### src/hdl/fra_alu.sv
// ----------------------------------------------------------------------------
// fra_alu: shared add / subtract unit
// One adder used for the offset, end and fence sums and compares of the sequencer.
// ----------------------------------------------------------------------------
`default_nettype none

module fra_alu #(
	parameter int W = 64
) (
	input  wire logic [W-1:0] a,
	input  wire logic [W-1:0] b,
	input  wire logic         sub,    // 1: a - b, 0: a + b
	output logic      [W-1:0] sum,
	output logic              carry   // on subtract: 1 when a >= b
);

	logic [W-1:0] b_eff;

	// invert the second operand for a subtract, carry in supplies the +1
	assign b_eff = sub ? ~b : b;
	assign {carry, sum} = {1'b0, a} + {1'b0, b_eff} + {{W{1'b0}}, sub};

endmodule

`default_nettype wire

### config.mk
export PLATFORM = sky130hd
export DESIGN_NAME = fra_alu
export DESIGN_NICKNAME = d
export VERILOG_FILES = /design/src/hdl/fra_alu.sv
export SDC_FILE = /design/constraint.sdc
export NUM_CORES = 1
export LEC_CHECK = 0
export ABC_AREA = 1
export BUFFER_PORTS_ARGS = -buffer_cell sky130_fd_sc_hd__buf_2
export CORE_MARGIN = 4
export CORE_UTILIZATION = 50
export DETAILED_ROUTE_END_ITERATION = 10
export PLACE_DENSITY = 0.79
export SLEW_MARGIN = 20
export SYNTH_ARGS = -nofsm -noshare
export SYNTH_HDL_FRONTEND = slang
export SYNTH_SLANG_ARGS = --single-unit
export TNS_END_PERCENT = 20
### constraint.sdc
create_clock -name vclk -period 5.35
set_input_delay 1.605 -clock vclk [all_inputs]
set_output_delay 1.605 -clock vclk [all_outputs]
set_load 0.01 [all_outputs]
# Word level (Yosys, flattened, before mapping)
# Cells that the tools add are included.
[classes]
addsub = 2
mul = 0
div = 0
n_lt_le_gt_ge = 0
n_eq_ne = 0
shifts = 0
muxes = 1
bitwise_logic = 1
n_reduce_logical = 0
[op_table]
columns = ["operator", "count"]
rows = [
  ["$add 64x64->65", 1],
  ["$add 65x1->65", 1],
  ["$mux 64", 1],
  ["$not 64->64", 1],
]
[totals]
register_bits = 0
latch_bits = 0
mem_bits_rw = 0
mem_bits_ro = 0
input_bits = 129
out_inout_bits = 65
mem_count = 0

# Depth between registers and ports, before layout
# Gate-level depths: netlist (run 1).
[depth]
word_depth = 4
depth_mapped = 18
ltp_nobuf = 17

# Least setup slack after synthesis (run 1)
# No wires, ideal clock.
[synth_path]
path_kind = "input to output"
from = "in sub"
to = "out sum[63]"
arrival_time_ns = 3.357
slack_ns = 0.388
stages = 15
n_path_buf = 2
cell_sequence = "buf_6 -> buf_2 -> xor2_1 -> ha_1 -> nand2_2 -> nor2_4 -> inv_2 -> nor2_1 -> and2_1 -> nand2_1 -> nand2_2 -> nand2_1 -> nand2_1 -> nand2_1 -> nand2_1"
[synth_between]
elab_chain_len = 3
[synth_rtl]
columns = ["element", "line", "source"]
rows = [
  ["from (decl)", "12", "input wire logic sub,"],
  ["$mux 64", "20", "assign b_eff = sub ? ~b : b;"],
  ["$add 64x64->65", "21", "assign {carry, sum} = {1'b0, a} + {1'b0, b_eff} + {{W{1'b0}}, sub};"],
  ["$add 65x1->65 (*)", "21", ""],
  ["to (decl)", "13", "output logic [W-1:0] sum,"],
]
# Mark *: on every way between the ends. The rest lies on a longest branch, timed or not.

# Worst setup path after layout (run 1)
[layout_path]
from = "in sub"
to = "out sum[31]"
# The elaborated chain is that of the path after synthesis.

==> results of run 1 <==
[repair_timing]
action,in CTS,in global routing
cloned,0,3
setup endpoints to repair,28,52
pin swaps,2,72
gates resized for setup,14,209
setup buffers,1,24
[stage by stage]
| step | cells | instance area [µm²] | hold WS [ns] | TNS (ns) | power (W) |
|---|---|---|---|---|---|
| floorplan | 1188 | 6040 | 3.29 | 0 | 0.000804 |
| global placement | 1592 | 7750 | 3.49 | -0.597 | 0.00132 |
| detailed placement | 1592 | 7750 | 3.49 | -1.01 | 0.00133 |
| CTS | 1593 | 7790 | 3.50 | -0.161 | 0.00135 |
| global route | 1621 | 8770 | 3.53 | -2.47 | 0.00172 |
| finish | 1621 | 8770 | 3.50 | 0 | 0.00157 |
[kinds of logic after synthesis]
group	share of synthesized area
adder cells (fa/ha/maj)	0.146
AND/OR/NAND/NOR	0.445
buffers and inverters	0.146
AO/OA/AOI/OAI	0.125
XOR/XNOR	0.138
[power by group]
group | leakage (nW) | internal, W | switching [W]
clock | 0.00000634 | 0.0000000000250 | 0
sequential | 0 | 0 | 0
combinational | 5.07 | 0.000632 | 0.000941
total | 5.07 | 0.000632 | 0.000941
[layer usage]
metal | global-route usage | up-vias | part of all wire
li1 | - | 4221 | -
met1 | 0.444 | 3736 | 0.43
met2 | 0.517 | 392 | 0.45
met3 | 0.0442 | 52 | 0.095
met4 | 0.0308 | 0 | 0.023
met5 | 0 | - | 0
[path summary, 6_finish.rpt]
path | start | endpoint | slack [ns]
setup / recovery | sub | sum[31] | 0.02
hold / removal | a[0] | sum[0] | 3.50
[worst max-delay path, stage by stage]
cell,delay (ns)
buf_12,0.13
buf_16,0.17
xor2_1,0.17
ha_1,0.40
nand2_2,0.15
nor2_4,0.15
inv_1,0.09
nor2_2,0.11
nand2_1,0.06
nand2_1,0.08
nand2_1,0.07
nand2_2,0.11
xor2_1,0.23
buf_2,0.19
[Yosys cell counts, drive strengths merged, types with 3 or more instances]
cell type,count
nand2,462
inv,224
nor2,117
xor2,93
a21oi,83
ha,69
nand3,48
o21ai,37
nor3,14
o21bai,13
buf,7
o21a,4
and2,3
nand3b,3
nand4,3
[area by class of cell]
class | count | share of cell area
Antenna cell | 1 | 0.000285
Inverter | 224 | 0.0959
Timing Repair Buffer | 296 | 0.210
Tap cell | 143 | 0.0204
Multi-Input combinational cell | 957 | 0.673
==> impl_metrics.csv, run 1 <==
group,metric,value,unit
layout,layout.cells.most_common,"nand2_1",
sta,timing.final.crit_share,0.997,
global_route,global_route.overflow_total,0,
synthesis,synth_area_per_cell,5.09,µm²
synthesis,postSynthCellCount,1188,
placed_design,detailedPlace.worstSlack,-0.0909,ns
synthesis,synth_fp_nets,1387,
floorplanning,row_count,39,
sta,worst_slack,0.0184,ns
setup_path,worst_ep_required_time,3.74,ns
sta,max_slew.worst_pin.slew,0.333,ns
route,detail_route.wl_per_cell,15.4,µm
route,postRouteWirelength,24900,µm
route,dr_total_vias,8401,
setup_path,critical_path.max_fanout,17,
synthesis,synth.yosys.seq_area_share,0,
sta,max_clock_freq,0.188,GHz
layout,layout-area-overhead-vs-synth,45.1,%
route,final_antenna_net_count,0,
global_route,grt_start_max_net_pins,35,
sta,hold_violations,0,
floorplanning,ioPinCount,194,
power_and_ir_drop,cellLeakagePower,5.07,nW
synthesis,syn-cell-area,6040,µm²
sta,unrepaired_setup_endpoints_after_global_routing,"true",
synthesis,synth.yosys.warnings,0,
synthesis,synth.largest_area_cell,"nand2_1",
power_and_ir_drop,pwr_density_cell,179,nW/µm²
floorplanning,die-area,13900,µm²
route,dr.first_iter.drc_count,738,
global_route,grt_antenna_before_repair,1,
sta,finalCriticalPeriod,5.33,ns
layout,fillerInstances,1028,
synthesis,post_synth_main_area_contributors,"nand2_1, ha_1, inv_1",
placed_design,dp_hpwl,20400,µm
cts,cts_hold_repair.buffers,0,
power_and_ir_drop,max-vdd-ir-drop,0.000130,V
layout,area_taken_by_flip_flops_and_latches,0,µm²
run,cap_violations,0,
layout,final_cell_mix,"nand2_1, inv_1, buf_2",
floorplanning,die_height,118,µm
setup_path,critPathArrivalTime,3.73,ns
setup_path,crit_type,"input port to primary output",
min_path,hold_class,"input port to primary output",
synthesis,post_synth_num_cell_types,31,
min_path,min_delay_path_depth,3,
route,vias_per_cell,5.18,
setup_path,cp_launch_type,"input port",
global_route,number_of_global_route_vias_before_repair,7520,
sta,slew_margin_rel,0.775,
route,post-route-drc-count,0,
floorplanning,floorplan.core_area,11600,µm²
floorplanning,floorplan.die.width,118,µm
sta,timing.final.max_slew_violations,0,
layout,design.seq.count,0,
synthesis,synth_top_area_share,0.277,
global_route,grt_pass1_wl,36300,µm
status,outcome,"completed",
layout,post-route-util,0.755,
layout,design.final.nets,1678,
placed_design,weighted_congestion_at_the_end_of_routability_driven_global_placement,1.08,
setup_path,type_of_destination_of_the_critical_path,"primary output",
layout,multi_input_comb_area,5900,µm²
layout,n_clock_buffer,0,
floorplanning,effective_utilization_at_floorplan,0.520,
route,first_pass_iters,5,
sta,timing.final.setup_violations,0,
placed_design,placement.io_buffers,194,
global_route,gr-usage-all-layers,0.312,
layout,drive_above_1_share,0.345,
Note: power is estimated with default switching activity, not from simulation.
==> run 2: changes to the inputs <==
--- a/config.mk
+++ b/config.mk
@@ -5,12 +5,11 @@
 export SDC_FILE = /design/constraint.sdc
 export NUM_CORES = 1
 export LEC_CHECK = 0
-export ABC_AREA = 1
 export BUFFER_PORTS_ARGS = -buffer_cell sky130_fd_sc_hd__buf_2
 export CORE_MARGIN = 4
 export CORE_UTILIZATION = 50
 export DETAILED_ROUTE_END_ITERATION = 10
-export PLACE_DENSITY = 0.79
+export PLACE_DENSITY = 0.83
 export SLEW_MARGIN = 20
 export SYNTH_ARGS = -nofsm -noshare
 export SYNTH_HDL_FRONTEND = slang
==> run 2 against run 1 <==
Against the previous run:
- the run now fails in 5_1_grt
- synthesized cell count shrank 46%
- area after synthesis down 25%
==> impl_metrics.csv, run 2 <==
group,metric,value,unit
status,outcome,"aborted with a tool error",
status,haltStage,"5_1_grt",
status,run.stop_error,"[ERROR DPL-0038] Utilization greater than 100%, impossible to legalize",
synthesis,yosys-top-cells-count,"xor2_1, a21oi_1, ha_1",
synthesis,yosys.cell_count.top_type,"xor2_1",
synthesis,post_synth_num_cell_types,71,
synthesis,synth.yosys.seq_area_share,0,
sta,worst_endpoint,"sum[63]",
floorplanning,row_count,34,
synthesis,postSynthCellCount,636,
synthesis,synth_top_area_share,0.190,
placed_design,dp_hpwl,16700,µm
floorplanning,ioPinCount,194,
sta,worst-endpoint-pin-kind,"top-level output",
floorplanning,die_height,103,µm
synthesis,synth_area_per_cell,7.16,µm²
synthesis,synth.largest_area_cell,"ha_1",
floorplanning,floorplan.die.width,103,µm
synthesis,synth_fp_nets,835,
placed_design,placement.io_buffers,194,
synthesis,synth.yosys.warnings,0,
placed_design,weighted_congestion_at_the_end_of_routability_driven_global_placement,1.01,
global_route,grt_start_max_net_pins,20,
synthesis,syn-cell-area,4550,µm²
cts,cts_hold_repair.buffers,0,
floorplanning,effective_utilization_at_floorplan,0.517,
synthesis,post_synth_main_area_contributors,"ha_1, xor2_1, a21oi_1",
run 2: cell count changes after synthesis, moves of 6 or more:
cell      previous run  this run
nand2_1            446        61
inv_1              221        20
nor2_1             101        37
nand3_1             46        10
xnor2_1              2        37
a21o_1               1        32
nand2_2             16         0
nor2_2              14         1
nand4_1              3        14
clkbuf_1             0         8
a31oi_1              0         7
xor2_1              93        86
buf_1                0         6
run 2: what timing repair did:
| action | in CTS |
|---|---|
| endpoints found under the setup margin | 52 |
| buffers inserted | 28 |
| gates resized for setup | 92 |
| gates cloned | 3 |
| pin swaps | 56 |
run 2: kinds of logic after synthesis:
kind of cell	share of synthesized area
compound gates	0.335
simple gates	0.182
xor+xnor	0.237
fa+ha+maj	0.194
buf+inv	0.0484
mux	0.00440
run 2: per-stage QoR:
stage          TNS [ns]  hold slack (ns)  instance area, µm²  std cells  setup WS (ns)
2_1_floorplan    -10.15             3.29                4700        636         -0.471
3_3_place_gp     -26.98             3.49                7410       1153         -0.812
3_5_place_dp     -32.36             3.50                7410       1153         -0.972
4_1_cts          -23.71             3.50                8120       1184         -0.717
==> run 3: changes to the inputs <==
--- a/config.mk
+++ b/config.mk
@@ -7,9 +7,9 @@
 export LEC_CHECK = 0
 export BUFFER_PORTS_ARGS = -buffer_cell sky130_fd_sc_hd__buf_2
 export CORE_MARGIN = 4
-export CORE_UTILIZATION = 50
+export CORE_UTILIZATION = 35
 export DETAILED_ROUTE_END_ITERATION = 10
-export PLACE_DENSITY = 0.83
+export PLACE_DENSITY_LB_ADDON = 0.15
 export SLEW_MARGIN = 20
 export SYNTH_ARGS = -nofsm -noshare
 export SYNTH_HDL_FRONTEND = slang
==> run 3 against run 2 <==
Against the previous run:
- the flow now finishes, with violations (negative setup slack)
- area after synthesis did not move
- synthesized cell count did not move
==> impl_metrics.csv, run 3 <==
group,metric,value,unit
status,outcome,"finished, violations left",
status,failed_checks,"negative setup slack",
layout,fillerInstances,1019,
synthesis,yosys-top-cells-count,"xor2_1, a21oi_1, ha_1",
setup_path,critical-path-top-cell-by-count,"nand2_1",
power_and_ir_drop,sequentialPowerShare,0,
setup_path,critical_path.max_fanout,7,
power_and_ir_drop,comb_power_share,1.000,
setup_path,crit_type,"input port to primary output",
synthesis,post_synth_mux_area_share,0.00440,
layout,layout-area-overhead-vs-synth,100,%
floorplanning,ioPinCount,194,
synthesis,synth_top_area_share,0.190,
synthesis,yosys.area_share.xor_xnor,0.237,
setup_path,worst_ep_required_time,3.74,ns
synthesis,synth-compound-area-share,0.335,
synthesis,synth.yosys.seq_area_share,0,
layout,area_taken_by_flip_flops_and_latches,0,µm²
synthesis,post_synth_num_cell_types,71,
sta,timing.final.max_slew_violations,0,
placed_design,detailedPlace.worstSlack,-0.934,ns
placed_design,dp_hpwl,15800,µm
power_and_ir_drop,netSwitchingFraction,0.492,
synthesis,synth.yosys.warnings,0,
floorplanning,die-area,14900,µm²
layout,layout.cells.most_common,"buf_4",
min_path,hold_class,"input port to primary output",
synthesis,post_synth_main_area_contributors,"ha_1, xor2_1, a21oi_1",
global_route,gr-usage-all-layers,0.245,
sta,slew_margin_rel,0.689,
route,postRouteWirelength,20900,µm
sta,timing.hold.ws,3.57,ns
setup_path,critPathBufInv,3,
floorplanning,floorplan.core_area,12700,µm²
sta,finalCriticalPeriod,6.15,ns
power_and_ir_drop,power.switching,0.000910,W
floorplanning,die_height,122,µm
layout,design.seq.count,0,
setup_path,timing.critical_path.max_delay_family,"compound AO/OA/AOI/OAI gates",
layout,n_clock_buffer,0,
route,detail_route.wl_per_cell,16.3,µm
route,post-route-drc-count,0,
placed_design,detailed_place.area,7590,µm²
sta,timing.final.crit_share,1.15,
power_and_ir_drop,pwr_density_cell,203,nW/µm²
sta,worst_slack,-0.804,ns
synthesis,synth_simple_gate_area_frac,0.182,
sta,unrepaired_setup_endpoints_after_global_routing,"true",
sta,max_slew.worst_pin.slew,0.462,ns
synthesis,post_synth_fa_ha_maj_area_fraction,0.194,
route,dr_total_vias,6729,
layout,design.final.nets,1312,
min_path,hold_path_end,"sum[0]",
layout,drive_above_1_share,0.599,
route,dr.first_iter.drc_count,302,
route,vias_per_cell,5.24,
synthesis,syn-cell-area,4550,µm²
setup_path,crit_slowest_cell,"ha_1",
synthesis,dominant_combinational_cell_family_by_area_after_synthesis,"compound AO/OA/AOI/OAI gates",
floorplanning,effective_utilization_at_floorplan,0.359,
placed_design,post-place-cells,1229,
layout,n_antenna_cell,0,
synthesis,postSynthCellCount,636,
global_route,grt_start_max_net_pins,16,
run,cap_violations,0,
power_and_ir_drop,max-vdd-ir-drop,0.000112,V
route,first_pass_iters,5,
min_path,holdCritStartpoint,"a[0]",
min_path,min_delay_path_depth,4,
setup_path,timing.critical_path.slowest_cell_delay,0.38,ns
setup_path,cp_launch_type,"input port",
cts,cts_hold_repair.buffers,0,
global_route,global_route.overflow_total,0,
layout,postLayoutCellArea,9120,µm²
power_and_ir_drop,share_of_total_power_in_the_clock_network,0,
setup_path,critPathArrivalTime,4.55,ns
setup_path,crit_path_cell_trace,"buf_16, buf_12, xor2_1, ha_1, nand2_1, o21ai_0, a21oi_1, o31ai_2, nand4b_1, a311oi_2, or3_1, nand2_1, xnor2_2, buf_2",
global_route,grt_antenna_before_repair,0,
synthesis,synth.largest_area_cell,"ha_1",
placed_design,weighted_congestion_at_the_end_of_routability_driven_global_placement,0.945,
sta,timing.final.setup_violations,53,
global_route,grt_pass1_wl,30600,µm
layout,final_cell_mix,"buf_4, buf_2, xor2_1",
layout,layoutNonFillerInstCount,1283,
synthesis,synth_area_per_cell,7.16,µm²
synthesis,yosys.cell_count.top_type,"xor2_1",
sta,hold_violations,0,
floorplanning,floorplan.die.width,122,µm
floorplanning,row_count,41,
global_route,number_of_global_route_vias_before_repair,6692,
synthesis,synth_fp_nets,835,
setup_path,type_of_destination_of_the_critical_path,"primary output",
sta,max_clock_freq,0.162,GHz
route,final_antenna_net_count,0,
placed_design,placement.io_buffers,194,
power_and_ir_drop,cellLeakagePower,4.55,nW
power_and_ir_drop,internal_power,0.000939,W
run 3: cell counts after synthesis:
Identical to the previous run, type by type.
run 3: cell families after synthesis:
group	count (synthesis)
xor gates and xnor gates	123
and+or+nand+nor	169
AOI/OAI and AO/OA	228
adders and majority gates	70
buffers and inverters	44
muxes	2
run 3: timing repair:
action | CTS | global route
resized for setup | 102 | 116
cloned | 2 | 2
buffers inserted | 31 | 19
pin swaps | 62 | 67
setup endpoints to repair | 52 | 55
endpoints found under the hold margin | 0 | 0
run 3: worst max path at each step:
stage          startpoint  slack (ns)  depth (start not counted)      end
6_report              sub       -0.80                         14  sum[50]
5_1_grt               sub       -0.87                         14  sum[63]
2_1_floorplan         sub       -0.47                         14  sum[63]
3_3_place_gp          sub       -0.87                         15  sum[49]
4_1_cts               sub       -0.74                         15  sum[60]
3_5_place_dp          sub       -0.93                         16  sum[49]
run 3: per-stage QoR:
stage | total power, W | util | TNS [ns]
floorplan | 0.000789 | - | -10.15
global placement | 0.00148 | 0.599 | -29.92
detailed placement | 0.00150 | 0.599 | -32.05
CTS | 0.00165 | 0.655 | -26.16
global route | 0.00198 | 0.720 | -32.84
finish | 0.00185 | 0.720 | -27.60
run 3: cell type report:
class / count / area [µm²] / area share
multi-input cells: 592 / 5320 / 0.583
repair buffers: 499 / 3510 / 0.385
well taps: 172 / 215 / 0.0236
inverters: 20 / 75.1 / 0.00823
run 3: worst min-delay path, stage by stage:
cell and delay [ns]:
buf_2 0.09, buf_4 0.10, xor2_1 0.05, buf_2 0.13
run 3: power groups by stage:
stage                     sequential [W]  clock (W)  combinational (W)
after floorplan                        0          0           0.000789
after global placement                 0          0            0.00148
after detailed placement               0          0            0.00150
after CTS                              0          0            0.00165
after global routing                   0          0            0.00198
final                                  0          0            0.00185
run 3: routing by layer:
layer | wire length (µm) | share of wire | track usage | up-vias
li1 | - | - | - | 3270
met1 | 8870 | 0.42 | 0.310 | 3172
met2 | 10500 | 0.50 | 0.449 | 240
met3 | 915 | 0.044 | 0.0121 | 47
met4 | 643 | 0.031 | 0.0679 | 0
met5 | 0 | 0 | 0 | -
